$ cat config.mk
export PLATFORM = sky130hd
export DESIGN_NAME = kline_receive_framer_unit_flat
export DESIGN_NICKNAME = d
export VERILOG_FILES = /design/src/rtl/krf_pkg.sv /design/src/rtl/krf_if.sv /design/src/rtl/krf_step.sv /design/src/rtl/kline_receive_framer_unit.sv /design/src/flat_wrapper.sv
export SDC_FILE = /design/constraint.sdc
export NUM_CORES = 1
export LEC_CHECK = 0
export ABC_AREA = 1
export BUFFER_PORTS_ARGS = -buffer_cell sky130_fd_sc_hd__buf_2
export CAP_MARGIN = 20
export CORE_ASPECT_RATIO = 0.75
export CORE_MARGIN = 3
export CORE_UTILIZATION = 60
export DETAILED_ROUTE_END_ITERATION = 8
export PLACE_DENSITY = 0.82
export SLEW_MARGIN = 20
export SYNTH_ARGS = -nofsm -noshare
export SYNTH_HDL_FRONTEND = slang
export SYNTH_SLANG_ARGS = --single-unit
$ cat constraint.sdc
create_clock -name clk -period 9.4 [get_ports clk]
set_input_delay 1.88 -clock clk [delete_from_list [all_inputs] [get_ports clk]]
set_output_delay 1.88 -clock clk [all_outputs]
set_load 0.05 [all_outputs]
$ cat src/rtl/krf_pkg.sv
// krf_pkg: shared types, constants and helpers for the K-line receive framer.
// No dependencies; used by krf_in_if, krf_step and the top level.
package krf_pkg;

  localparam int MAX_MSG_LEN_DEF = 64;

  localparam int unsigned STATUS_BYTES   = 2;
  localparam int unsigned ISO_OVERHEAD   = 4;
  localparam int unsigned SHORT_OVERHEAD = 2;
  localparam logic [7:0]  LEN_MASK       = 8'h3F;

  typedef enum logic {
    ACT_BYTE = 1'b0,
    ACT_ARM  = 1'b1
  } action_t;

  typedef struct packed {
    logic       accepted;
    logic [5:0] store_index;
    logic [6:0] received_count;
    logic [7:0] expected_length;
    logic       message_complete;
  } result_t;

  // Frame length from the header byte: ISO 14230 format when bit 7 is set.
  function automatic logic [7:0] frame_len(input logic [7:0] hdr);
    logic [7:0] len;
    if (hdr[7]) begin
      len = (hdr & LEN_MASK) + 8'(ISO_OVERHEAD);
    end else begin
      len = hdr + 8'(SHORT_OVERHEAD);
    end
    return len;
  endfunction

endpackage

$ cat src/rtl/krf_if.sv
// krf_in_if / krf_out_if: valid/ready channels for packet bytes and results.
// Depends on krf_pkg.
interface krf_in_if;
  import krf_pkg::*;
  logic       valid;
  logic       ready;
  action_t    action;
  logic [7:0] data_byte;
  logic [6:0] packet_length;
  logic [5:0] byte_position;
  logic [7:0] echo_count;

  modport source (output valid, action, data_byte, packet_length, byte_position, echo_count,
                  input ready);
  modport sink   (input valid, action, data_byte, packet_length, byte_position, echo_count,
                  output ready);
endinterface

interface krf_out_if;
  logic       valid;
  logic       ready;
  logic       accepted;
  logic [5:0] store_index;
  logic [6:0] received_count;
  logic [7:0] expected_length;
  logic       message_complete;

  modport source (output valid, accepted, store_index, received_count, expected_length,
                  message_complete, input ready);
  modport sink   (input valid, accepted, store_index, received_count, expected_length,
                  message_complete, output ready);
endinterface

$ cat src/rtl/krf_step.sv
// krf_step: per-beat framer logic; next state and result for one registered item.
// Depends on krf_pkg.
module krf_step #(
  parameter int MAX_MSG_LEN = krf_pkg::MAX_MSG_LEN_DEF,
  localparam int HW = $clog2(MAX_MSG_LEN + 1)
) (
  input  krf_pkg::action_t action,
  input  logic [7:0]       data_byte,
  input  logic [6:0]       packet_length,
  input  logic [5:0]       byte_position,
  input  logic [7:0]       echo_count,
  input  logic [HW-1:0]    held_r,
  input  logic [7:0]       echo_r,
  input  logic [7:0]       header_r,
  input  logic             chunk_acc_r,
  input  logic [6:0]       chunk_skip_r,
  output logic [HW-1:0]    held_nxt,
  output logic [7:0]       echo_nxt,
  output logic [7:0]       header_nxt,
  output logic             chunk_acc_nxt,
  output logic [6:0]       chunk_skip_nxt,
  output krf_pkg::result_t res
);
  import krf_pkg::*;

  localparam int SW = ((HW > 7) ? HW : 7) + 1;
  localparam int CW = (HW > 8) ? HW : 8;

  logic [6:0] pos_w;
  logic [6:0] serial;
  logic [6:0] skip;
  logic [6:0] rest;
  logic       pkt_ok;
  logic       store;
  logic       fits;
  logic       last_beat;
  logic [7:0] expect_len;

  always_comb begin
    pos_w  = {1'b0, byte_position};
    serial = packet_length - 7'(STATUS_BYTES);
    pkt_ok = (packet_length > 7'(STATUS_BYTES)) && (pos_w < packet_length);
    if ({1'b0, serial} <= echo_r) begin
      skip = serial;
    end else begin
      skip = echo_r[6:0];
    end
    rest = serial - skip;
    fits = (SW'(held_r) + SW'(rest)) <= SW'(MAX_MSG_LEN);
    last_beat = (pos_w == (packet_length - 7'd1));

    // stored bytes follow status and echo bytes; decision latched at position 0
    store = pkt_ok && (pos_w >= 7'(STATUS_BYTES)) &&
            ((pos_w - 7'(STATUS_BYTES)) >= chunk_skip_r) && chunk_acc_r &&
            (held_r < HW'(MAX_MSG_LEN));

    held_nxt       = held_r;
    echo_nxt       = echo_r;
    header_nxt     = header_r;
    chunk_acc_nxt  = chunk_acc_r;
    chunk_skip_nxt = chunk_skip_r;
    res            = '0;

    unique case (action)
      ACT_ARM: begin
        held_nxt       = '0;
        echo_nxt       = echo_count;
        chunk_acc_nxt  = 1'b0;
        chunk_skip_nxt = '0;
      end
      ACT_BYTE: begin
        if (pkt_ok && byte_position == '0) begin
          echo_nxt       = echo_r - {1'b0, skip};
          chunk_skip_nxt = skip;
          chunk_acc_nxt  = (rest != '0) && fits;
        end
        if (store) begin
          if (held_r == '0) header_nxt = data_byte;
          held_nxt        = held_r + HW'(1);
          res.accepted    = 1'b1;
          res.store_index = 6'(held_r);
        end
      end
      default: ;
    endcase

    expect_len = (held_nxt == '0) ? 8'd0 : frame_len(header_nxt);
    res.received_count   = 7'(held_nxt);
    res.expected_length  = expect_len;
    res.message_complete = (action == ACT_BYTE) && pkt_ok && last_beat &&
                           (held_nxt != '0) && (CW'(held_nxt) >= CW'(expect_len));
  end

endmodule

$ cat src/rtl/kline_receive_framer_unit.sv
// K-line receive framer: strips USB status and echo bytes, frames ISO 14230 messages.
// Pipeline: input register, then result register, from input beat to result beat.
// Throughput: one beat per cycle; input stalls only when both stages hold data and the
// result beat is not taken. The next state is computed by krf_step between the registers.
// Reset (rst_n low, synchronous): pipeline empty, count, echo, header and chunk
// state all zero.
module kline_receive_framer_unit #(
  parameter int MAX_MSG_LEN = krf_pkg::MAX_MSG_LEN_DEF
) (
  input  logic clk,
  input  logic rst_n,
  krf_in_if.sink    in_chan,
  krf_out_if.source out_chan
);
  import krf_pkg::*;

  localparam int HW = $clog2(MAX_MSG_LEN + 1);

  logic             s1_valid_r;
  action_t          s1_action_r;
  logic [7:0]       s1_data_r;
  logic [6:0]       s1_plen_r;
  logic [5:0]       s1_pos_r;
  logic [7:0]       s1_echo_r;

  logic [HW-1:0]    held_r,  held_nxt;
  logic [7:0]       echo_r,  echo_nxt;
  logic [7:0]       header_r, header_nxt;
  logic             chunk_acc_r, chunk_acc_nxt;
  logic [6:0]       chunk_skip_r, chunk_skip_nxt;

  logic             out_valid_r;
  result_t          out_res_r;
  result_t          step_res;

  logic             adv;
  logic             in_beat;

  assign adv     = s1_valid_r && (!out_valid_r || out_chan.ready);
  assign in_chan.ready = !s1_valid_r || adv;
  assign in_beat = in_chan.valid && in_chan.ready;

  always_ff @(posedge clk) begin
    if (!rst_n) begin
      s1_valid_r <= 1'b0;
    end else if (in_chan.ready) begin
      s1_valid_r <= in_chan.valid;
    end
  end

  always_ff @(posedge clk) begin
    if (in_beat) begin
      s1_action_r <= in_chan.action;
      s1_data_r   <= in_chan.data_byte;
      s1_plen_r   <= in_chan.packet_length;
      s1_pos_r    <= in_chan.byte_position;
      s1_echo_r   <= in_chan.echo_count;
    end
  end

  krf_step #(.MAX_MSG_LEN(MAX_MSG_LEN)) u_step (
    .action        (s1_action_r),
    .data_byte     (s1_data_r),
    .packet_length (s1_plen_r),
    .byte_position (s1_pos_r),
    .echo_count    (s1_echo_r),
    .held_r        (held_r),
    .echo_r        (echo_r),
    .header_r      (header_r),
    .chunk_acc_r   (chunk_acc_r),
    .chunk_skip_r  (chunk_skip_r),
    .held_nxt      (held_nxt),
    .echo_nxt      (echo_nxt),
    .header_nxt    (header_nxt),
    .chunk_acc_nxt (chunk_acc_nxt),
    .chunk_skip_nxt(chunk_skip_nxt),
    .res           (step_res)
  );

  always_ff @(posedge clk) begin
    if (!rst_n) begin
      held_r       <= '0;
      echo_r       <= '0;
      header_r     <= '0;
      chunk_acc_r  <= 1'b0;
      chunk_skip_r <= '0;
    end else if (adv) begin
      held_r       <= held_nxt;
      echo_r       <= echo_nxt;
      header_r     <= header_nxt;
      chunk_acc_r  <= chunk_acc_nxt;
      chunk_skip_r <= chunk_skip_nxt;
    end
  end

  always_ff @(posedge clk) begin
    if (!rst_n) begin
      out_valid_r <= 1'b0;
    end else if (adv) begin
      out_valid_r <= 1'b1;
    end else if (out_chan.ready) begin
      out_valid_r <= 1'b0;
    end
  end

  always_ff @(posedge clk) begin
    if (adv) begin
      out_res_r <= step_res;
    end
  end

  assign out_chan.valid            = out_valid_r;
  assign out_chan.accepted         = out_res_r.accepted;
  assign out_chan.store_index      = out_res_r.store_index;
  assign out_chan.received_count   = out_res_r.received_count;
  assign out_chan.expected_length  = out_res_r.expected_length;
  assign out_chan.message_complete = out_res_r.message_complete;

  a_held_bound: assert property (@(posedge clk) disable iff (!rst_n)
    held_r <= HW'(MAX_MSG_LEN))
    else $error("held count above message capacity");

  a_store_incr: assert property (@(posedge clk) disable iff (!rst_n)
    adv && step_res.accepted |-> held_nxt == held_r + HW'(1))
    else $error("stored byte did not advance the count");

  a_arm_zero: assert property (@(posedge clk) disable iff (!rst_n)
    adv && s1_action_r == ACT_ARM |=> out_valid_r && out_res_r == '0)
    else $error("arm beat produced a nonzero result");

  a_done_len: assert property (@(posedge clk) disable iff (!rst_n)
    out_valid_r && out_res_r.message_complete |-> out_res_r.expected_length != 8'd0)
    else $error("completion flagged without a frame length");

endmodule
$ cat src/flat_wrapper.sv
// flat-port wrapper written by rule: the top's interface ports become plain ports
module kline_receive_framer_unit_flat import krf_pkg::*;
#(
  parameter int MAX_MSG_LEN = krf_pkg::MAX_MSG_LEN_DEF
)
  (clk, rst_n, in_chan_valid, in_chan_action, in_chan_data_byte, in_chan_packet_length, in_chan_byte_position, in_chan_echo_count, in_chan_ready, out_chan_valid, out_chan_accepted, out_chan_store_index, out_chan_received_count, out_chan_expected_length, out_chan_message_complete, out_chan_ready);
  krf_in_if in_chan_i ();
  krf_out_if out_chan_i ();
  input  logic clk;
  input  logic rst_n;
  input wire logic [$bits(in_chan_i.valid)-1:0] in_chan_valid;
  input wire logic [$bits(in_chan_i.action)-1:0] in_chan_action;
  input wire logic [$bits(in_chan_i.data_byte)-1:0] in_chan_data_byte;
  input wire logic [$bits(in_chan_i.packet_length)-1:0] in_chan_packet_length;
  input wire logic [$bits(in_chan_i.byte_position)-1:0] in_chan_byte_position;
  input wire logic [$bits(in_chan_i.echo_count)-1:0] in_chan_echo_count;
  output wire logic [$bits(in_chan_i.ready)-1:0] in_chan_ready;
  output wire logic [$bits(out_chan_i.valid)-1:0] out_chan_valid;
  output wire logic [$bits(out_chan_i.accepted)-1:0] out_chan_accepted;
  output wire logic [$bits(out_chan_i.store_index)-1:0] out_chan_store_index;
  output wire logic [$bits(out_chan_i.received_count)-1:0] out_chan_received_count;
  output wire logic [$bits(out_chan_i.expected_length)-1:0] out_chan_expected_length;
  output wire logic [$bits(out_chan_i.message_complete)-1:0] out_chan_message_complete;
  input wire logic [$bits(out_chan_i.ready)-1:0] out_chan_ready;
  assign in_chan_i.valid = in_chan_valid;
  assign in_chan_i.action = in_chan_action;
  assign in_chan_i.data_byte = in_chan_data_byte;
  assign in_chan_i.packet_length = in_chan_packet_length;
  assign in_chan_i.byte_position = in_chan_byte_position;
  assign in_chan_i.echo_count = in_chan_echo_count;
  assign in_chan_ready = in_chan_i.ready;
  assign out_chan_valid = out_chan_i.valid;
  assign out_chan_accepted = out_chan_i.accepted;
  assign out_chan_store_index = out_chan_i.store_index;
  assign out_chan_received_count = out_chan_i.received_count;
  assign out_chan_expected_length = out_chan_i.expected_length;
  assign out_chan_message_complete = out_chan_i.message_complete;
  assign out_chan_i.ready = out_chan_ready;
  kline_receive_framer_unit #(.MAX_MSG_LEN(MAX_MSG_LEN)) u_core (.clk(clk), .rst_n(rst_n), .in_chan(in_chan_i), .out_chan(out_chan_i));
endmodule
==> metrics.csv, run 1 <==
stage,metric,value,unit
critical_path,cp_max_fo,14,
place,hpwl,9.75,mm
floorplan,fp.dieArea,10500,µm²
global_route,grt_overflow_total,0,
drt,vias,4718,
floorplan,rows,29,
pwr,leakagePower,3.01,nW
clock_network,ctsResizeCount,0,
pwr,ir_worst_vdd,158,µV
yosys,syn-instance-count,690,
global_route,track_usage,25.4,%
timing,layout_setup_ws,4.00,ns
worst_hold_path,min_path_type,reg -> reg,
timing,setup_tns,0,ns
cells_and_area,area.growth.synth_to_final,12.5,%
timing,worstMarginPinSlew,0.824,ns
pwr,powerDensity,176,nW/µm²
global_route,antenna_found_initial,0,
clock_network,cts_tree,yes,
critical_path,cp-end-kind,flip-flop,
drt,initialDrtViolationCount,382,
timing,fmax,185,MHz
job,max_cap_violations,0,
clock_network,clk_latency,0.34,ns
clock_network,clock-root-buffer,clkbuf_16,
place,place_ws,4.07,ns
clock_network,cts-htree-levels,3,
timing,setup_viol,0,
floorplan,die_h,89.6,µm
drt,drcViolationCount,0,
critical_path,criticalPathCategory,reg -> reg,
floorplan,ios,59,
clock_network,cts_sinks,86,
run_status,status,"finished, final reports clean",
global_route,grt_start_max_net_pins,39,
clock_network,hold_buffers,0,
drt,via_per_inst,5.38,
critical_path,max_stage_delay,0.43,ns
critical_path,rrSetupSlack,4.00,ns
timing,slew_headroom,45.0,%
yosys,ys_types,44,
timing,timing.final.crit_share,57.4,%
cells_and_area,layout-drive-gt1-share,13.4,%
yosys,netlist_area,5600,µm²
timing,whs,0.471,ns
timing,slew_viol_final,0,
place,port_buffers,58,
yosys,synth_warnings,0,
drt,wirelength,13.0,mm
cells_and_area,n_antenna_cell,0,
critical_path,path_common_cell,nand2_1,
global_route,grt_pass1_vias,4472,
timing,min_period,5.40,ns
global_route,grt_pass1_wl,21.3,mm
floorplan,fp.dieW,118,µm
critical_path,start_kind,flip-flop,
yosys,ys_ff_latch,86,
cells_and_area,nNetsFinal,841,
clock_network,clkTransAtPathRegs,0.06,ns
critical_path,required,9.66,ns
drt,ant_nets,0,
critical_path,critical_path_arrival,5.66,ns
clock_network,post-cts-setup-buffers,0,
floorplan,fp.coreArea,8740,µm²
timing,grt_setup_unrepaired,false,
drt,first_pass_iters,5,
timing,hold_viol,0,
drt,post_drt_wl_per_cell,14.8,µm
place,gp_congestion,0.958,
floorplan,start_util,64.0,%
critical_path,crit_path_top_delay_cell,o21ai_0,
timing,finClkSkew,0.00508,ns
yosys,avgSynthCellArea,8.11,µm²
yosys,synth_nets,783,
yosys,synth-seq-area-share,40.3,%
clock_network,cts_buffer_depth,2,
clock_network,cts_made_buffers,9,
[sequential cells by signal, summed over array words and instances (netlist names), 6 cells and up]
signal / count
u_core.s1_pos_r: 6
u_core.s1_data_r: 8
u_core.s1_plen_r: 7
u_core.echo_r: 8
u_core.out_chan.store_index: 6
u_core.header_r: 8
u_core.s1_echo_r: 8
u_core.out_chan.received_count: 7
u_core.held_r: 7
u_core.out_chan.expected_length: 8
u_core.chunk_skip_r: 7
[synthesized netlist by cell type, drive strengths merged]
master     n  area, µm²
ha        56        701
nand3b     2       15.0
xnor2      7       61.3
a211oi     3       22.5
nor4       2       12.5
o21ai     40        200
a2bb2oi    1       8.76
o21bai     1       7.51
a21o       1       7.51
and2       1       6.26
a221oi     1       8.76
nor2      69        288
xor2      22        193
nor3       4       31.3
clkbuf     9       33.8
nor3b      1       7.51
a31oi      2       12.5
dfxtp     33        661
nand2    151        577
a22oi      1       7.51
nand3     38        210
or2        3       18.8
o211ai     4       30.0
a21boi     2       18.8
clkinv     2       8.75
edfxtp    53       1590
buf        3       23.8
nand4      8       80.1
inv      118        443
a21oi     49        249
fa         3       60.1
[routing by layer]
layer / GRT usage, % / share of wire [%] / vias up
met5: 0 / 0 / -
met3: 5.95 / 7.1 / 33
met4: 8.09 / 1.9 / 0
met2: 41.1 / 44 / 201
li1: - / - / 2365
met1: 34.7 / 48 / 2119
[final timing paths]
kind,start,to,cells past startpoint
max,u_core.s1_plen_r[1],u_core.chunk_acc_r,29
min,u_core.echo_r[7],u_core.echo_r[7],2
max reg2reg,u_core.s1_plen_r[1],u_core.chunk_acc_r,29
min reg2reg,u_core.echo_r[7],u_core.echo_r[7],2
[per-stage QoR]
stage                     instance area (µm²)  power [W]  util [%]  instances
after floorplan                          5600   0.000669         -        690
after global placement                   5990   0.000725      68.5        861
after detailed placement                 5990   0.000738      68.5        861
after CTS                                6300    0.00110      72.0        877
after global routing                     6300    0.00117      72.0        877
final                                    6300    0.00111      72.0        877
[placed cells by master, fill, tap and decap left out, types with 7 or more instances in the layout]
cell type,instances
clkbuf_16,9
xor2_1,22
a21oi_1,48
xnor2_1,7
nor2_1,63
inv_1,115
edfxtp_1,53
nand2_1,147
nand3_1,34
ha_1,56
o21ai_0,37
buf_2,58
dfxtp_1,33
[where the power goes]
part,internal [W],switching (W)
logic,0.000106,0.000197
clock network,0.000214,0.000151
registers,0.000423,0.0000151
total,0.000743,0.000363
[area by class of cell]
class	count	area (µm²)
Multi-Input combinational cell	472	2830
Fill cell	659	2450
Sequential cell	86	2250
Inverter	120	452
Timing Repair Buffer	59	298
Clock buffer	10	239
Tap cell	124	155
Clock inverter	6	67.6
[critical path: cells and delay by family (launching register included)]
kind	cells	cell delay, ns
adders and majority gates	5	1.41
and+or+nand+nor	13	1.34
AOI/OAI and AO/OA	5	1.07
xor gates and xnor gates	3	0.67
buffers and inverters	3	0.45
DFF	1	0.39
[kinds of logic after synthesis]
| kind of cell | count (synthesis) | share of synthesized area, % |
|---|---|---|
| and+or+nand+nor | 279 | 22.3 |
| buffers and inverters | 132 | 9.10 |
| AOI/OAI and AO/OA | 105 | 10.2 |
| DFF | 86 | 40.3 |
| adders and majority gates | 59 | 13.6 |
| xor gates and xnor gates | 29 | 4.54 |
Note: power is estimated with default switching activity, not from simulation.
==> run 2: changes to the inputs <==
Clock period 9.4 ns to 5.02 ns, I/O delays scaled along.
==> metrics.csv, run 2 (synthesized netlist as in run 1, its figures left out) <==
stage,metric,value,unit
job,max_cap_violations,0,
clock_network,clkTransAtPathRegs,0.06,ns
floorplan,fp.dieW,118,µm
critical_path,cp_max_fo,7,
drt,ant_nets,0,
critical_path,required,5.28,ns
timing,slew_headroom,44.1,%
cells_and_area,n_antenna_cell,0,
global_route,antenna_found_initial,0,
drt,initialDrtViolationCount,393,
cells_and_area,seq_area,2250,µm²
drt,wirelength,13.8,mm
drt,vias,4855,
floorplan,die_h,89.6,µm
timing,finClkSkew,0.00719,ns
drt,via_per_inst,5.35,
pwr,power,0.00210,W
floorplan,start_util,64.0,%
run_status,status,"finished, final reports clean",
place,gp_congestion,0.927,
pwr,leakagePower,3.17,nW
cells_and_area,layout-drive-gt1-share,18.6,%
worst_hold_path,min_delay_path_depth,2,
cells_and_area,utilization,75.7,%
global_route,grt_pass1_wl,21.4,mm
timing,setup_viol,0,
floorplan,fp.dieArea,10500,µm²
clock_network,cts_made_buffers,9,
clock_network,cts_sinks,86,
clock_network,clk_latency,0.34,ns
critical_path,critical_path_arrival,4.99,ns
timing,fmax,211,MHz
critical_path,cp-end-kind,flip-flop,
critical_path,crit_path_top_delay_cell,edfxtp_1,
clock_network,cts-htree-levels,3,
critical_path,start_kind,flip-flop,
floorplan,fp.coreArea,8740,µm²
global_route,grt_start_max_net_pins,40,
timing,timing.final.crit_share,94.2,%
timing,worstMarginPinSlew,0.838,ns
drt,drcViolationCount,0,
cells_and_area,fillers,650,
drt,post_drt_wl_per_cell,15.2,µm
clock_network,cts_tree,yes,
critical_path,max_stage_delay,0.50,ns
floorplan,ios,59,
place,hpwl,10.1,mm
global_route,grt_pass1_vias,4459,
timing,hold_viol,0,
timing,setup_tns,0,ns
floorplan,rows,29,
timing,slew_viol_final,0,
pwr,powerDensity,317,nW/µm²
critical_path,criticalPathCategory,reg -> reg,
place,port_buffers,58,
cells_and_area,multi_input_area,2930,µm²
clock_network,cts_buffer_depth,2,
cells_and_area,final_common_cell,nand2_1,
pwr,ir_worst_vdd,282,µV
critical_path,path_common_cell,nand2_1,
global_route,track_usage,26.0,%
timing,min_period,4.73,ns
critical_path,worst_r2r_path_depth,30,
cells_and_area,layout_common_cells,"nand2_1 (146), inv_1 (112), nor2_1 (58), buf_2 (58), ha_1 (55)",
cells_and_area,area.growth.synth_to_final,18.3,%
clock_network,clock-root-buffer,clkbuf_16,
worst_hold_path,min_path_type,reg -> reg,
cells_and_area,nNetsFinal,872,
global_route,grt_overflow_total,0,
drt,first_pass_iters,5,
run 2: worst max-delay path: cells and delay by family, from the launching register on:
kind | cells | cell delay, ns
XOR/XNOR | 3 | 0.58
adder cells (fa/ha/maj) | 4 | 1.21
flip-flops | 1 | 0.50
AO/OA/AOI/OAI | 4 | 0.53
AND/OR/NAND/NOR | 16 | 1.60
buffers and inverters | 3 | 0.22
run 2: final cells by class:
cell class	instances	area share, %
Timing Repair Buffer	89	8.09
Clock buffer	10	3.46
Clock inverter	6	1.04
Sequential cell	86	34.0
Tap cell	124	2.34
Inverter	120	6.83
Multi-Input combinational cell	473	44.2
run 2: routing by layer:
layer	up-vias	global-route usage, %	part of all wire (%)	wire length, µm
met5	-	0	0	0
met4	0	8.62	1.0	141
met3	12	5.76	7.5	1030
met2	175	40.5	44	6050
met1	2236	36.7	48	6560
li1	2432	-	-	-
run 2: final timing paths:
check | start | to | slack, ns
max | u_core.s1_plen_r[5] | u_core.chunk_acc_r | 0.29
min reg2reg | u_core.chunk_acc_r | u_core.chunk_acc_r | 0.47
max reg2reg | u_core.s1_plen_r[5] | u_core.chunk_acc_r | 0.29
min | u_core.chunk_acc_r | u_core.chunk_acc_r | 0.47
run 2: per-stage QoR:
| step | cells | setup slack [ns] | instance area (µm²) | hold WS [ns] |
|---|---|---|---|---|
| final | 908 | 0.289 | 6620 | 0.470 |
| after global routing | 908 | -0.0689 | 6620 | 0.482 |
| after CTS | 882 | 0.0896 | 6330 | 0.469 |
| after detailed placement | 866 | 0.121 | 6030 | 0.460 |
| after global placement | 866 | 0.302 | 6030 | 0.454 |
| after floorplan | 690 | 0.481 | 5600 | 0.441 |
run 2: what timing repair did:
action,in CTS,in global routing
endpoints found under the hold margin,0,0
setup buffers,0,25
hold buffers,0,0
gates resized for setup,0,26
setup endpoints to repair,0,2
run 2: report_power, final:
part	switching (W)	internal (W)	total [W]
combinational	0.000385	0.000227	0.000612
sequential	0.0000276	0.000792	0.000820
clock	0.000280	0.000389	0.000669
